### src/hw/rtl/sampled_integral_accumulator_macros.svh
// assertion macros for the rtl files, included by saia_back
`ifndef SAMPLED_INTEGRAL_ACCUMULATOR_MACROS_SVH
`define SAMPLED_INTEGRAL_ACCUMULATOR_MACROS_SVH

// same-cycle implication, sampled on clk_i, off while rst_ni is low
`define SAIA_ASSERT_IMP(lbl, ante, cons, msg) \
  lbl: assert property (@(posedge clk_i) disable iff (!rst_ni) (ante) |-> (cons)) \
    else $error(msg);

// next-cycle implication, sampled on clk_i, off while rst_ni is low
`define SAIA_ASSERT_NXT(lbl, ante, cons, msg) \
  lbl: assert property (@(posedge clk_i) disable iff (!rst_ni) (ante) |=> (cons)) \
    else $error(msg);

`endif

### src/hw/rtl/saia_pkg.sv
`timescale 1ns / 1ps

package saia_pkg;

  localparam int SMP_W  = 32;
  localparam int OUT_W  = 48;
  localparam int CNT_W  = 11;
  localparam int CIDX_W = 2;
  localparam int CDAT_W = 32;
  localparam int SUM_W  = 48;
  localparam int WGT_W  = 51;
  localparam int WID_W  = 33;
  localparam int PROD_W = 84;
  localparam int NUM_W  = 85;
  localparam int DEN_W  = 29;
  localparam int DCNT_W = 7;
  localparam int MAXN_W = 17;

  localparam logic [CIDX_W-1:0] CFG_MODE  = 2'd0;
  localparam logic [CIDX_W-1:0] CFG_LOWER = 2'd1;
  localparam logic [CIDX_W-1:0] CFG_UPPER = 2'd2;
  localparam logic [CIDX_W-1:0] CFG_COUNT = 2'd3;

  typedef enum logic [1:0] {
    CLS_END,
    CLS_ODD,
    CLS_EVEN
  } class_e;

  typedef struct packed {
    logic signed [SMP_W-1:0] sample;
    class_e                  cls;
    logic                    last;
  } item_t;

  typedef struct packed {
    logic                    mode;
    logic signed [SMP_W-1:0] lower;
    logic signed [SMP_W-1:0] upper;
    logic [CNT_W-1:0]        count;
  } cfg_t;

  typedef struct packed {
    logic signed [OUT_W-1:0] value;
    logic                    err;
  } res_t;

  // interval count clamped to 1..maxn
  function automatic logic [CNT_W-1:0] eff_n(input logic [CNT_W-1:0] cnt,
                                              input logic [MAXN_W-1:0] maxn);
    logic [CNT_W-1:0] n;
    n = cnt;
    if (cnt == '0) begin
      n = CNT_W'(1);
    end else if ({{(MAXN_W-CNT_W){1'b0}}, cnt} > maxn) begin
      n = maxn[CNT_W-1:0];
    end
    return n;
  endfunction

endpackage

### src/hw/rtl/saia_fifo.sv
`timescale 1ns / 1ps

module saia_fifo #(
  parameter int WIDTH = 1,
  parameter int DEPTH = 2
) (
  input  logic             clk_i,
  input  logic             rst_ni,
  input  logic             wr_en_i,
  input  logic [WIDTH-1:0] wdata_i,
  output logic             full_o,
  input  logic             rd_en_i,
  output logic [WIDTH-1:0] rdata_o,
  output logic             empty_o
);

  localparam int PTR_W = (DEPTH > 1) ? $clog2(DEPTH) : 1;
  localparam int CNT_W = $clog2(DEPTH + 1);

  logic [WIDTH-1:0] mem_q [DEPTH];
  logic [PTR_W-1:0] wr_ptr_q, wr_ptr_d, rd_ptr_q, rd_ptr_d;
  logic [CNT_W-1:0] count_q, count_d;
  logic             wr, rd;

  assign full_o  = (count_q == CNT_W'(DEPTH));
  assign empty_o = (count_q == '0);
  assign wr      = wr_en_i && !full_o;
  assign rd      = rd_en_i && !empty_o;
  assign rdata_o = mem_q[rd_ptr_q];

  always_comb begin
    wr_ptr_d = wr_ptr_q;
    rd_ptr_d = rd_ptr_q;
    count_d  = count_q;
    if (wr) begin
      wr_ptr_d = (wr_ptr_q == PTR_W'(DEPTH - 1)) ? '0 : wr_ptr_q + 1'b1;
    end
    if (rd) begin
      rd_ptr_d = (rd_ptr_q == PTR_W'(DEPTH - 1)) ? '0 : rd_ptr_q + 1'b1;
    end
    if (wr && !rd) begin
      count_d = count_q + 1'b1;
    end else if (rd && !wr) begin
      count_d = count_q - 1'b1;
    end
  end

  always_ff @(posedge clk_i or negedge rst_ni) begin
    if (!rst_ni) begin
      wr_ptr_q <= '0;
      rd_ptr_q <= '0;
      count_q  <= '0;
    end else begin
      wr_ptr_q <= wr_ptr_d;
      rd_ptr_q <= rd_ptr_d;
      count_q  <= count_d;
    end
  end

  always_ff @(posedge clk_i) begin
    if (wr) begin
      mem_q[wr_ptr_q] <= wdata_i;
    end
  end

endmodule

### src/hw/rtl/saia_front.sv
`timescale 1ns / 1ps

module saia_front (
  input  logic                                  clk_i,
  input  logic                                  rst_ni,
  input  logic                                  accept_i,
  input  logic signed [saia_pkg::SMP_W-1:0]     sample_i,
  input  logic [saia_pkg::CNT_W-1:0]            n_i,
  output saia_pkg::item_t                       item_o
);

  logic [saia_pkg::CNT_W-1:0] idx_q, idx_d;
  logic                       last;
  saia_pkg::class_e           cls;

  assign last = (idx_q >= n_i);

  always_comb begin
    if (idx_q == '0 || last) begin
      cls = saia_pkg::CLS_END;
    end else if (idx_q[0]) begin
      cls = saia_pkg::CLS_ODD;
    end else begin
      cls = saia_pkg::CLS_EVEN;
    end
  end

  always_comb begin
    item_o.sample = sample_i;
    item_o.cls    = cls;
    item_o.last   = last;
  end

  always_comb begin
    idx_d = idx_q;
    if (accept_i) begin
      idx_d = last ? '0 : idx_q + 1'b1;
    end
  end

  always_ff @(posedge clk_i or negedge rst_ni) begin
    if (!rst_ni) begin
      idx_q <= '0;
    end else begin
      idx_q <= idx_d;
    end
  end

endmodule

### src/hw/rtl/saia_back.sv
`timescale 1ns / 1ps
`include "sampled_integral_accumulator_macros.svh"

module saia_back (
  input  logic                       clk_i,
  input  logic                       rst_ni,
  input  saia_pkg::cfg_t             cfg_i,
  input  logic [saia_pkg::CNT_W-1:0] n_i,
  input  logic                       in_empty_i,
  input  saia_pkg::item_t            in_item_i,
  output logic                       in_pop_o,
  input  logic                       out_full_i,
  output logic                       res_push_o,
  output saia_pkg::res_t             res_o
);

  localparam int SUM_W  = saia_pkg::SUM_W;
  localparam int WGT_W  = saia_pkg::WGT_W;
  localparam int WID_W  = saia_pkg::WID_W;
  localparam int PROD_W = saia_pkg::PROD_W;
  localparam int NUM_W  = saia_pkg::NUM_W;
  localparam int DEN_W  = saia_pkg::DEN_W;
  localparam int DCNT_W = saia_pkg::DCNT_W;
  localparam int OUT_W  = saia_pkg::OUT_W;
  localparam int ND_W   = saia_pkg::CNT_W + 2;

  localparam logic [2:0] ST_ACC  = 3'd0;
  localparam logic [2:0] ST_PREP = 3'd1;
  localparam logic [2:0] ST_SIGN = 3'd2;
  localparam logic [2:0] ST_MUL  = 3'd3;
  localparam logic [2:0] ST_RND  = 3'd4;
  localparam logic [2:0] ST_DIV  = 3'd5;
  localparam logic [2:0] ST_FIN  = 3'd6;
  localparam logic [2:0] ST_DONE = 3'd7;

  logic [2:0]              state_q, state_d;
  logic signed [SUM_W-1:0] e_sum_q, e_sum_d, o_sum_q, o_sum_d, v_sum_q, v_sum_d;
  logic [DCNT_W-1:0]       cnt_q, cnt_d;

  logic signed [WGT_W-1:0] wgt_q, wgt_d;
  logic signed [WID_W-1:0] wid_q, wid_d;
  logic                    neg_q, neg_d;
  logic [WGT_W-1:0]        mw_q, mw_d;
  logic [WID_W-1:0]        mwid_q, mwid_d;
  logic [PROD_W-1:0]       prod_q, prod_d;
  logic [NUM_W-1:0]        num_q, num_d;
  logic [DEN_W-1:0]        den_q, den_d, rem_q, rem_d;
  logic [OUT_W-1:0]        quo_q, quo_d;
  logic                    ovf_q, ovf_d;
  saia_pkg::res_t          res_q, res_d;

  logic signed [SUM_W-1:0] smp_ext;
  logic [ND_W-1:0]         nd;
  logic [DEN_W:0]          sh, diff;
  logic                    ge;
  logic [OUT_W-1:0]        limit, mag;
  logic                    sat;

  assign in_pop_o   = (state_q == ST_ACC) && !in_empty_i;
  assign res_push_o = (state_q == ST_DONE) && !out_full_i;
  assign res_o      = res_q;
  assign smp_ext    = SUM_W'(in_item_i.sample);

  assign nd    = cfg_i.mode ? ({1'b0, n_i, 1'b0} + {2'b00, n_i}) : {1'b0, n_i, 1'b0};
  assign sh    = {rem_q, num_q[NUM_W-1]};
  assign diff  = sh - {1'b0, den_q};
  assign ge    = (sh >= {1'b0, den_q});
  assign limit = neg_q ? {1'b1, {(OUT_W-1){1'b0}}} : {1'b0, {(OUT_W-1){1'b1}}};
  assign sat   = ovf_q || (quo_q > limit);
  assign mag   = sat ? limit : quo_q;

  always_comb begin
    state_d = state_q;
    e_sum_d = e_sum_q;
    o_sum_d = o_sum_q;
    v_sum_d = v_sum_q;
    cnt_d   = cnt_q;
    wgt_d   = wgt_q;
    wid_d   = wid_q;
    neg_d   = neg_q;
    mw_d    = mw_q;
    mwid_d  = mwid_q;
    prod_d  = prod_q;
    num_d   = num_q;
    den_d   = den_q;
    rem_d   = rem_q;
    quo_d   = quo_q;
    ovf_d   = ovf_q;
    res_d   = res_q;
    case (state_q)
      ST_ACC: begin
        if (in_pop_o) begin
          case (in_item_i.cls)
            saia_pkg::CLS_END:  e_sum_d = e_sum_q + smp_ext;
            saia_pkg::CLS_ODD:  o_sum_d = o_sum_q + smp_ext;
            saia_pkg::CLS_EVEN: v_sum_d = v_sum_q + smp_ext;
            default: ;
          endcase
          if (in_item_i.last) begin
            state_d = ST_PREP;
          end
        end
      end
      ST_PREP: begin
        wgt_d = WGT_W'(e_sum_q)
              + (cfg_i.mode ? (WGT_W'(o_sum_q) <<< 2) : (WGT_W'(o_sum_q) <<< 1))
              + (WGT_W'(v_sum_q) <<< 1);
        wid_d = WID_W'(cfg_i.upper) - WID_W'(cfg_i.lower);
        if (cfg_i.mode && n_i[0]) begin
          res_d.value = '0;
          res_d.err   = 1'b1;
          state_d     = ST_DONE;
        end else begin
          state_d = ST_SIGN;
        end
      end
      ST_SIGN: begin
        mw_d    = wgt_q[WGT_W-1] ? WGT_W'(-wgt_q) : WGT_W'(wgt_q);
        mwid_d  = wid_q[WID_W-1] ? WID_W'(-wid_q) : WID_W'(wid_q);
        neg_d   = wgt_q[WGT_W-1] ^ wid_q[WID_W-1];
        den_d   = {nd, 16'h0000};
        prod_d  = '0;
        cnt_d   = '0;
        state_d = ST_MUL;
      end
      ST_MUL: begin
        prod_d = (prod_q << 1) + (mw_q[WGT_W-1] ? PROD_W'(mwid_q) : '0);
        mw_d   = mw_q << 1;
        cnt_d  = cnt_q + 1'b1;
        if (cnt_q == DCNT_W'(WGT_W - 1)) begin
          state_d = ST_RND;
        end
      end
      ST_RND: begin
        num_d   = NUM_W'(prod_q) + NUM_W'(den_q >> 1);
        rem_d   = '0;
        quo_d   = '0;
        ovf_d   = 1'b0;
        cnt_d   = '0;
        state_d = ST_DIV;
      end
      ST_DIV: begin
        rem_d = ge ? diff[DEN_W-1:0] : sh[DEN_W-1:0];
        num_d = num_q << 1;
        quo_d = {quo_q[OUT_W-2:0], ge};
        ovf_d = ovf_q | quo_q[OUT_W-1];
        cnt_d = cnt_q + 1'b1;
        if (cnt_q == DCNT_W'(NUM_W - 1)) begin
          state_d = ST_FIN;
        end
      end
      ST_FIN: begin
        res_d.value = neg_q ? OUT_W'(-mag) : OUT_W'(mag);
        res_d.err   = 1'b0;
        state_d     = ST_DONE;
      end
      ST_DONE: begin
        if (res_push_o) begin
          e_sum_d = '0;
          o_sum_d = '0;
          v_sum_d = '0;
          state_d = ST_ACC;
        end
      end
      default: state_d = ST_ACC;
    endcase
  end

  always_ff @(posedge clk_i or negedge rst_ni) begin
    if (!rst_ni) begin
      state_q <= ST_ACC;
      e_sum_q <= '0;
      o_sum_q <= '0;
      v_sum_q <= '0;
      cnt_q   <= '0;
    end else begin
      state_q <= state_d;
      e_sum_q <= e_sum_d;
      o_sum_q <= o_sum_d;
      v_sum_q <= v_sum_d;
      cnt_q   <= cnt_d;
    end
  end

  always_ff @(posedge clk_i) begin
    wgt_q  <= wgt_d;
    wid_q  <= wid_d;
    neg_q  <= neg_d;
    mw_q   <= mw_d;
    mwid_q <= mwid_d;
    prod_q <= prod_d;
    num_q  <= num_d;
    den_q  <= den_d;
    rem_q  <= rem_d;
    quo_q  <= quo_d;
    ovf_q  <= ovf_d;
    res_q  <= res_d;
  end

  `SAIA_ASSERT_NXT(a_clear_after_beat, res_push_o, (state_q == ST_ACC) && (e_sum_q == '0) && (o_sum_q == '0) && (v_sum_q == '0), "sums not cleared after result beat")
  `SAIA_ASSERT_IMP(a_err_zero_value, res_push_o && res_q.err, res_q.value == '0, "error result carries nonzero value")
  `SAIA_ASSERT_IMP(a_rem_below_den, state_q == ST_DIV, rem_q < den_q, "divider remainder not below divisor")

endmodule

### src/hw/rtl/sampled_integral_accumulator.sv
`timescale 1ns / 1ps
// numerical integration of equally spaced Q16.16 samples, trapezoid or simpson rule
// config channel: cfg_valid_i/cfg_ready_o beat writes register cfg_index_i
//   (0 rule_mode, 1 lower_bound, 2 upper_bound, 3 interval_count); ready is always high
// input channel: a sample beat is taken when push is high and full is low
// result channel: oldest result on integral_value_o/count_error_o while empty is low,
//   taken when pop is high
// a run is n+1 samples; only the last one produces a result beat
// samples go through a 4-entry queue and are summed at one per cycle until the last
//   sample; then the back end takes no samples while it runs setup, a bit-serial
//   multiply, rounding, a restoring divide and saturation before the result beat;
//   an odd count in simpson mode skips the arithmetic and yields an error beat
// results wait in a 2-entry queue, so a stalled receiver only stops the back end
//   once that queue is full, and the input only once the sample queue is full
// reset clears the run state, both queues and loads the register defaults
//   (trapezoid, a = 0, b = 1.0, n = 2)
module sampled_integral_accumulator #(
  parameter int MAX_INTERVALS = 1024
) (
  input  logic                                clk_i,
  input  logic                                rst_ni,
  input  logic                                cfg_valid_i,
  output logic                                cfg_ready_o,
  input  logic [saia_pkg::CIDX_W-1:0]         cfg_index_i,
  input  logic [saia_pkg::CDAT_W-1:0]         cfg_data_i,
  input  logic                                push,
  output logic                                full,
  input  logic signed [saia_pkg::SMP_W-1:0]   sample_value_i,
  output logic                                empty,
  input  logic                                pop,
  output logic signed [saia_pkg::OUT_W-1:0]   integral_value_o,
  output logic                                count_error_o
);

  saia_pkg::cfg_t             cfg_q, cfg_d;
  logic [saia_pkg::CNT_W-1:0] n_eff;
  logic                       accept;
  saia_pkg::item_t            front_item, back_item;
  logic                       in_empty, in_pop;
  logic                       out_full, res_push;
  saia_pkg::res_t             res, out_res;

  assign cfg_ready_o = 1'b1;
  assign n_eff  = saia_pkg::eff_n(cfg_q.count, saia_pkg::MAXN_W'(MAX_INTERVALS));
  assign accept = push && !full;

  always_comb begin
    cfg_d = cfg_q;
    if (cfg_valid_i && cfg_ready_o) begin
      case (cfg_index_i)
        saia_pkg::CFG_MODE:  cfg_d.mode  = cfg_data_i[0];
        saia_pkg::CFG_LOWER: cfg_d.lower = cfg_data_i;
        saia_pkg::CFG_UPPER: cfg_d.upper = cfg_data_i;
        saia_pkg::CFG_COUNT: cfg_d.count = cfg_data_i[saia_pkg::CNT_W-1:0];
        default: ;
      endcase
    end
  end

  always_ff @(posedge clk_i or negedge rst_ni) begin
    if (!rst_ni) begin
      cfg_q.mode  <= 1'b0;
      cfg_q.lower <= '0;
      cfg_q.upper <= saia_pkg::SMP_W'(65536);
      cfg_q.count <= saia_pkg::CNT_W'(2);
    end else begin
      cfg_q <= cfg_d;
    end
  end

  saia_front u_front (
    .clk_i    (clk_i),
    .rst_ni   (rst_ni),
    .accept_i (accept),
    .sample_i (sample_value_i),
    .n_i      (n_eff),
    .item_o   (front_item)
  );

  saia_fifo #(
    .WIDTH ($bits(saia_pkg::item_t)),
    .DEPTH (4)
  ) u_in_fifo (
    .clk_i   (clk_i),
    .rst_ni  (rst_ni),
    .wr_en_i (accept),
    .wdata_i (front_item),
    .full_o  (full),
    .rd_en_i (in_pop),
    .rdata_o (back_item),
    .empty_o (in_empty)
  );

  saia_back u_back (
    .clk_i      (clk_i),
    .rst_ni     (rst_ni),
    .cfg_i      (cfg_q),
    .n_i        (n_eff),
    .in_empty_i (in_empty),
    .in_item_i  (back_item),
    .in_pop_o   (in_pop),
    .out_full_i (out_full),
    .res_push_o (res_push),
    .res_o      (res)
  );

  saia_fifo #(
    .WIDTH ($bits(saia_pkg::res_t)),
    .DEPTH (2)
  ) u_out_fifo (
    .clk_i   (clk_i),
    .rst_ni  (rst_ni),
    .wr_en_i (res_push),
    .wdata_i (res),
    .full_o  (out_full),
    .rd_en_i (pop),
    .rdata_o (out_res),
    .empty_o (empty)
  );

  assign integral_value_o = out_res.value;
  assign count_error_o    = out_res.err;

endmodule
### config.mk
export PLATFORM = sky130hd
export DESIGN_NAME = sampled_integral_accumulator
export DESIGN_NICKNAME = d
export VERILOG_FILES = /design/src/hw/rtl/saia_pkg.sv /design/src/hw/rtl/saia_fifo.sv /design/src/hw/rtl/saia_front.sv /design/src/hw/rtl/saia_back.sv /design/src/hw/rtl/sampled_integral_accumulator.sv
export VERILOG_INCLUDE_DIRS = /design/src /design/src/hw/rtl
export SDC_FILE = /design/constraint.sdc
export NUM_CORES = 2
export LEC_CHECK = 0
export BUFFER_PORTS_ARGS = -buffer_cell sky130_fd_sc_hd__clkbuf_2
export CORE_MARGIN = 2
export CORE_UTILIZATION = 30
export CTS_CLUSTER_SIZE = 40
export DETAILED_ROUTE_END_ITERATION = 10
export PLACE_DENSITY = 0.42
export SLEW_MARGIN = 40
export SYNTH_ARGS = -nofsm -noshare
export SYNTH_HDL_FRONTEND = slang
export SYNTH_SLANG_ARGS = --single-unit
export TNS_END_PERCENT = 20
### constraint.sdc
create_clock -name clk_i -period 10.1 [get_ports clk_i]
set_input_delay 1.01 -clock clk_i [delete_from_list [all_inputs] [get_ports clk_i]]
set_output_delay 1.01 -clock clk_i [all_outputs]
set_load 0.01 [all_outputs]
# Word-level counts from Yosys, hierarchy flattened
# Memories as Yosys holds them, arrays and structs flattened.
# Index checks and enable logic that the tools add are counted.
# totals
regBits	730
ram_bits	238
out_inout_bits	52
n_memories	2
# op_classes
add_sub_neg	23
n_lt_le_gt_ge	4
n_eq_ne	27
muxes	52
n_bitwise	2
n_reduce_logical	47
# memory_table
memory	depth	word_bits	rd	rd_clocked_by_memory_dff	write_ports	line_no	rtl
u_in_fifo.mem_q	4	35	1	0	1	saia_fifo.sv:20	logic [WIDTH-1:0] mem_q [DEPTH];
u_out_fifo.mem_q	2	49	1	0	1	saia_fifo.sv:20	
# op_table
op	count
$mux W48	10
$pmux W48 S2	4
$pmux W85 S2	1
$pmux W84 S2	1
$add A48 B32 Y48	3
$pmux W51 S2	1
$mux W49	2
$pmux W49 S2	1
$add A84 B28 Y85	1
$add A84 B84 Y84	1
$pmux W29 S2	1
$add A48 B50 Y51	1
$add A51 B49 Y51	1
$mux W51	1
$neg A51 Y51	1
$gt A48 B48 Y1	1
$neg A48 Y48	1
$mux W11	3
$mux W33	1
$neg A33 Y33	1
$sub A32 B32 Y33	1
$mux W32	1
$ge A30 B29 Y1	1
$mux W29	1
other kinds (40)	114

# Depth between registers and ports, before layout
# depth
depth_word	8
mapped_depth	24

# Cells and area by module
# Synthesis repeated with hierarchy kept, for this count alone.
# hier_totals
cells_unflattened	5460
hier_area_um2	59005.3
# by_module_without_submodules
mod	instances	cells_per_inst	area_each_um2
saia_back	1	4755	45402.3
saia_fifo at u_in_fifo	1	220	5492.8
saia_fifo at u_out_fifo	1	172	3986.3
sampled_integral_accumulator	1	182	2999.1
saia_front	1	131	1124.8

# Least setup slack after synthesis
# OpenSTA, ideal clock, no wires.
# synth_path
kind	reg-to-reg
start	register u_back.state_q[0]
end	register u_back.cnt_q[1]
setup_time_ns	0.124
arrival_ns	7.220
slack_ns	2.756
stages_incl_launch_ff	7
period_less_slack_ns	7.344
cell_sequence	dfrtp_1 > inv_1 > ha_1 > nor2b_1 > nand2b_1 > nor2_1 > a22o_1
# synth_between
elab_chain_cells	3
word_cells_on_any_way	8
classes_between	eq/ne: 4; mux: 1; reduce/logical: 3
# synth_lines
item	line_no	rtl
from (decl)	saia_back.sv:36	logic [2:0] state_q, state_d;
from (signal assigned)	saia_back.sv:177	state_q <= state_d;
$eq A3 B2 Y1 or $eq A3 B3 Y1 (tied branches)	saia_back.sv:90	case (state_q)
$reduce_or A2 Y1 (no source line)	-	
$pmux W7 S2 or $reduce_bool A2 Y1 (tied branches)	-	
to (signal assigned)	saia_back.sv:181	cnt_q <= cnt_d;
to (decl)	saia_back.sv:38	logic [DCNT_W-1:0] cnt_q, cnt_d;
# Parallel ways exist; a longest one is shown, timed or not.
# A chain may end at the register's enable or synchronous reset.

# Final worst setup path
# layout_path
start	register u_in_fifo.rd_ptr_q[0]
end	register u_back.e_sum_q[47]
# layout_between
elab_chain_cells	5
word_cells_on_any_way	8
classes_between	add/sub: 1; eq/ne: 1; mux: 3; reduce/logical: 2; memory: 1
# layout_lines
item	line_no	rtl
from (decl)	saia_fifo.sv:21	logic [PTR_W-1:0] wr_ptr_q, wr_ptr_d, rd_ptr_q, rd_ptr_d;
from (signal assigned)	saia_fifo.sv:55	rd_ptr_q <= rd_ptr_d;
$mem_v2 Z4 W35 *	-	
$add A48 B32 Y48	saia_back.sv:94	saia_pkg::CLS_END: e_sum_d = e_sum_q + smp_ext;
$mux W48	saia_back.sv:93	case (in_item_i.cls)
$mux W48	saia_back.sv:92	if (in_pop_o) begin
$pmux W48 S2	saia_back.sv:90	
to (signal assigned)	saia_back.sv:178	e_sum_q <= e_sum_d;
to (decl)	saia_back.sv:37	logic signed [SUM_W-1:0] e_sum_q, e_sum_d, o_sum_q, o_sum_d, v_sum_q, v_sum_d;
# Every way passes the cells marked *; elsewhere a longest branch is shown, timed or not. The select of a mux whose other input is x is not followed.

==> flow_summary_export.csv <==
group,metric,value,unit
outcome,status,"complete, no violations",
die,core.rowCount,162,
logic_synthesis,synth_compound_gate_area_share,16.45,%
timing,timing_worst_slew_pin_value,0.9596,ns
logic_synthesis,syn_nets,5889,
placement,placed_cell_area,62320,um2
logic_synthesis,synth_largest_area_cell,"edfxtp_1",
setup_path,criticalPathCategory,"register to register",
detailed_routing,detail_route.wirelength,158300,um
setup_path,critical_path_end_type,"register",
setup_path,timing.critical_path.cells,"buf_6 -> mux4_2 -> ha_1 -> a21o_1 -> a21o_1 -> a211oi_1 -> o221ai_1 -> nor4_1 -> o31a_1 -> o21ai_0 -> a31oi_1 -> mux2_2 -> o311a_1 -> a221o_1",
timing,postLayoutSetupSlackWorst,3.976,ns
setup_path,buffering_stage_count_on_the_worst_path_with_inverters_included,1,
setup_path,worst_path_max_delay_cell,"mux4_2",
logic_synthesis,synth_area_per_cell,10.88,um2
finish,area_growth,12.93,%
setup_path,reg2reg_slack,3.98,ns
timing,achievable-frequency,0.1633,GHz
die,placeableCoreArea,194600,um2
die,initial_utilization,30.14,%
setup_path,startpoint_type,"register",
timing,final.min_clock_period,6.124,ns
cts,clock_path_buffers,3,
cts,number_of_buffers_inserted_by_hold_repair_at_cts,0,
grt,globalRouteOverflowTotal,0,
logic_synthesis,synth_mux_area_share,5.152,%
die,dieArea,199100,um2
grt,antenna_found_initial,4,
logic_synthesis,post-synth-top-area-fraction,36.66,%
detailed_routing,wl_per_cell,19.47,um
pwr,worst_ir_drop_vdd,203.1,uV
timing,slew_violations,0,
setup_path,critPathRequiredTime,10.75,ns
setup_path,r2r.worst_path.cells,14,
timing,clock_skew,0.06092,ns
grt,grt_pass1_vias,41700,
finish,drive_gt1_share,11.94,%
grt,track_usage,15.75,%
cts,tritoncts,"built",
cts,cts.sink_count,968,
logic_synthesis,yosysWarningCount,0,
timing,final.period_utilization,60.63,%
setup_path,crit_top_cell,"a21o_1",
pwr,cellLeakagePower,0.02607,uW
setup_path,data_arrival_time_of_the_worst_path,6.77,ns
placement,io_buffer_count,121,
finish,layout.nets,5977,
placement,gpl.final_weighted_congestion,0.8482,
logic_synthesis,post_synth_instance_area,58650,um2
placement,pre_cts_ws,3.754,ns
timing,setup_tns,0,ns
die,die_h,446.2,um
setup_path,crit-reg2reg-launch,"u_in_fifo.rd_ptr_q[0]",
finish,final_cell_area,66230,um2
cts,clk-insertion-delay-late,0.76,ns
logic_synthesis,postSynthRegisterBits,968,
timing,setup_viol,0,
logic_synthesis,ys_dominant_reg_cell,"edfxtp_1",
grt,grt_pass1_wl,247400,um
grt,grt_max_degree,108,
cts,clk_transition_reported_paths,0.06,ns
timing,worst_slew_margin_rel,35.87,%
setup_path,crit_family,"compound AO/OA/AOI/OAI gates",
logic_synthesis,ys_top_cells_by_area,"edfxtp_1, dfrtp_1, ha_1, xnor2_1, o21ai_0",
logic_synthesis,synthMostInstantiatedCell,"edfxtp_1",
logic_synthesis,synthCells,5393,
cts,cts_buffers,118,
detailed_routing,detail_route.iter0.violations,2571,
finish,fin_util,34.04,%
logic_synthesis,synthTopCellsByCount,"edfxtp_1, nand2_1, o21ai_0",
detailed_routing,drt_pass1_iterations,7,
hold_path,timing.hold.worst.class,"primary input to asynchronous set/reset pin",
timing,grt_setup_unrepaired,"no",
logic_synthesis,netlist-cell-type-count,82,
detailed_routing,routed_via_count,41740,
logic_synthesis,synth_simple_gate_area_share,12.68,%
logic_synthesis,ys_seq_area_share,47.41,%
die,ios,123,
setup_path,largest_stage_delay_worst_path,0.69,ns
detailed_routing,number_of_nets_with_antenna_violations_after_detailed_routing,0,
placement,post-dp-hpwl,111600,um
cts,postCtsResizedCells,0,
detailed_routing,routed_via_density,5.135,
setup_path,reg2reg_end,"u_back.e_sum_q[47]",
detailed_routing,drcViolationCount,0,
cts,clock_tree.root_cell,"clkbuf_16",
logic_synthesis,synth_adder_area_share,9.822,%
logic_synthesis,synth-edff-count,716,
logic_synthesis,async_flop_share,26.03,%
pwr,power_density,398.6,nW/um2
job,max-cap-violations,0,
die,die-width,446.2,um
timing,timing_hold_violations_final,0,
logic_synthesis,synth_top_family_by_area,"compound AO/OA/AOI/OAI gates",
cts,post_cts_buffers,0,
logic_synthesis,synth_xor_area_share,5.779,%
setup_path,path_max_fanout,38,
cts,cts-htree-levels,3,
worst max-delay path by stage:
stage | startpoint | cells after the start | end
floorplan | u_back.state_q[0] | 6 | u_back.cnt_q[1]
global placement | u_in_fifo.rd_ptr_q[0] | 14 | u_back.e_sum_q[47]
detailed placement | u_in_fifo.rd_ptr_q[0] | 14 | u_back.e_sum_q[47]
CTS | u_in_fifo.rd_ptr_q[0] | 14 | u_back.e_sum_q[47]
global route | u_in_fifo.rd_ptr_q[0] | 14 | u_back.e_sum_q[47]
finish | u_in_fifo.rd_ptr_q[0] | 14 | u_back.e_sum_q[47]
report_power, final:
part / internal, uW / total [uW] / switching, uW / leakage, uW
logic: 6040 / 14600 / 8570 / 0.0145
registers: 6360 / 7550 / 1200 / 0.00977
clock network: 2420 / 4240 / 1820 / 0.00185
sequential cells by signal (all words and copies together), names as in the netlist, 2 cells and up:
| register | count |
|---|---|
| u_in_fifo.mem_q | 140 |
| u_out_fifo.mem_q | 98 |
| u_back.num_q | 85 |
| u_back.prod_q | 84 |
| cfg_q | 76 |
| u_back.mw_q | 51 |
| u_back.wgt_q | 51 |
| u_back.res_o | 49 |
| u_back.e_sum_q | 48 |
| u_back.o_sum_q | 48 |
| u_back.quo_q | 48 |
| u_back.v_sum_q | 48 |
| u_back.mwid_q | 33 |
| u_back.wid_q | 33 |
| u_back.rem_q | 29 |
| u_back.den_q | 13 |
| u_front.idx_q | 11 |
| u_back.cnt_q | 7 |
| u_back.state_q | 3 |
| u_in_fifo.count_q | 3 |
| u_in_fifo.rd_ptr_q | 2 |
| u_in_fifo.wr_ptr_q | 2 |
| u_out_fifo.count_q | 2 |
kinds of logic (layout without fill, tap and decap cells):
family                   Yosys count  in the layout
AND/OR/NAND/NOR                 1485           1485
AO/OA/AOI/OAI                   1471           1471
flip-flops                       968            968
adder cells (fa/ha/maj)          425            425
buffers and inverters            420            612
XOR/XNOR                         387            387
multiplexers                     236            236
other                              1              2
layout by cell type (no fill, tap or decap), types with 35 or more instances in the layout:
cell type,Yosys,final
xnor2_1,233,233
mux4_2,35,35
a22o_1,93,93
a21o_1,214,213
a21oi_1,282,281
or4_1,40,39
nor2_1,276,273
o21bai_1,48,48
clkbuf_16,0,120
nor2b_1,53,50
a31oi_1,58,56
and3_1,119,119
ha_1,366,365
nor4_1,38,36
fa_1,59,59
inv_1,194,194
nand4_1,73,73
o21ai_0,399,398
buf_4,1,62
dfrtp_1,250,245
or3_1,54,54
mux2_2,177,177
nand2b_1,50,48
and2_1,63,58
nand2_1,455,452
nand3_1,72,72
o31ai_1,65,65
o21a_1,49,48
edfxtp_1,716,716
nor3_1,105,104
xor2_1,154,154
clkbuf_2,0,120
layout make-up:
class	count	area [um2]
fillers	19540	128400
multi-input cells	4005	29430
flip-flops and latches	968	27820
well taps	2542	3181
clock buffers	151	3159
repair buffers	192	1216
inverters	196	735.7
clock inverters	73	688.2
diodes	1	2.502
stage by stage:
stage	hold WS [ns]	power, uW	cells
after floorplan	0.4215	18350	5393
after global placement	0.4259	22240	7898
after detailed placement	0.4290	22300	7901
after CTS	0.2566	26710	8125
after global routing	0.1593	28750	8128
final	0.1656	26400	8128
metal layers:
metal	vias to the layer above	wire length, um	GRT usage, %
li1	20520	-	-
met1	20320	73920	21.35
met2	694	74870	26.32
met3	195	6084	2.158
met4	2	3401	4.089
met5	-	8	0
Note: power is estimated with default switching activity, not from simulation.
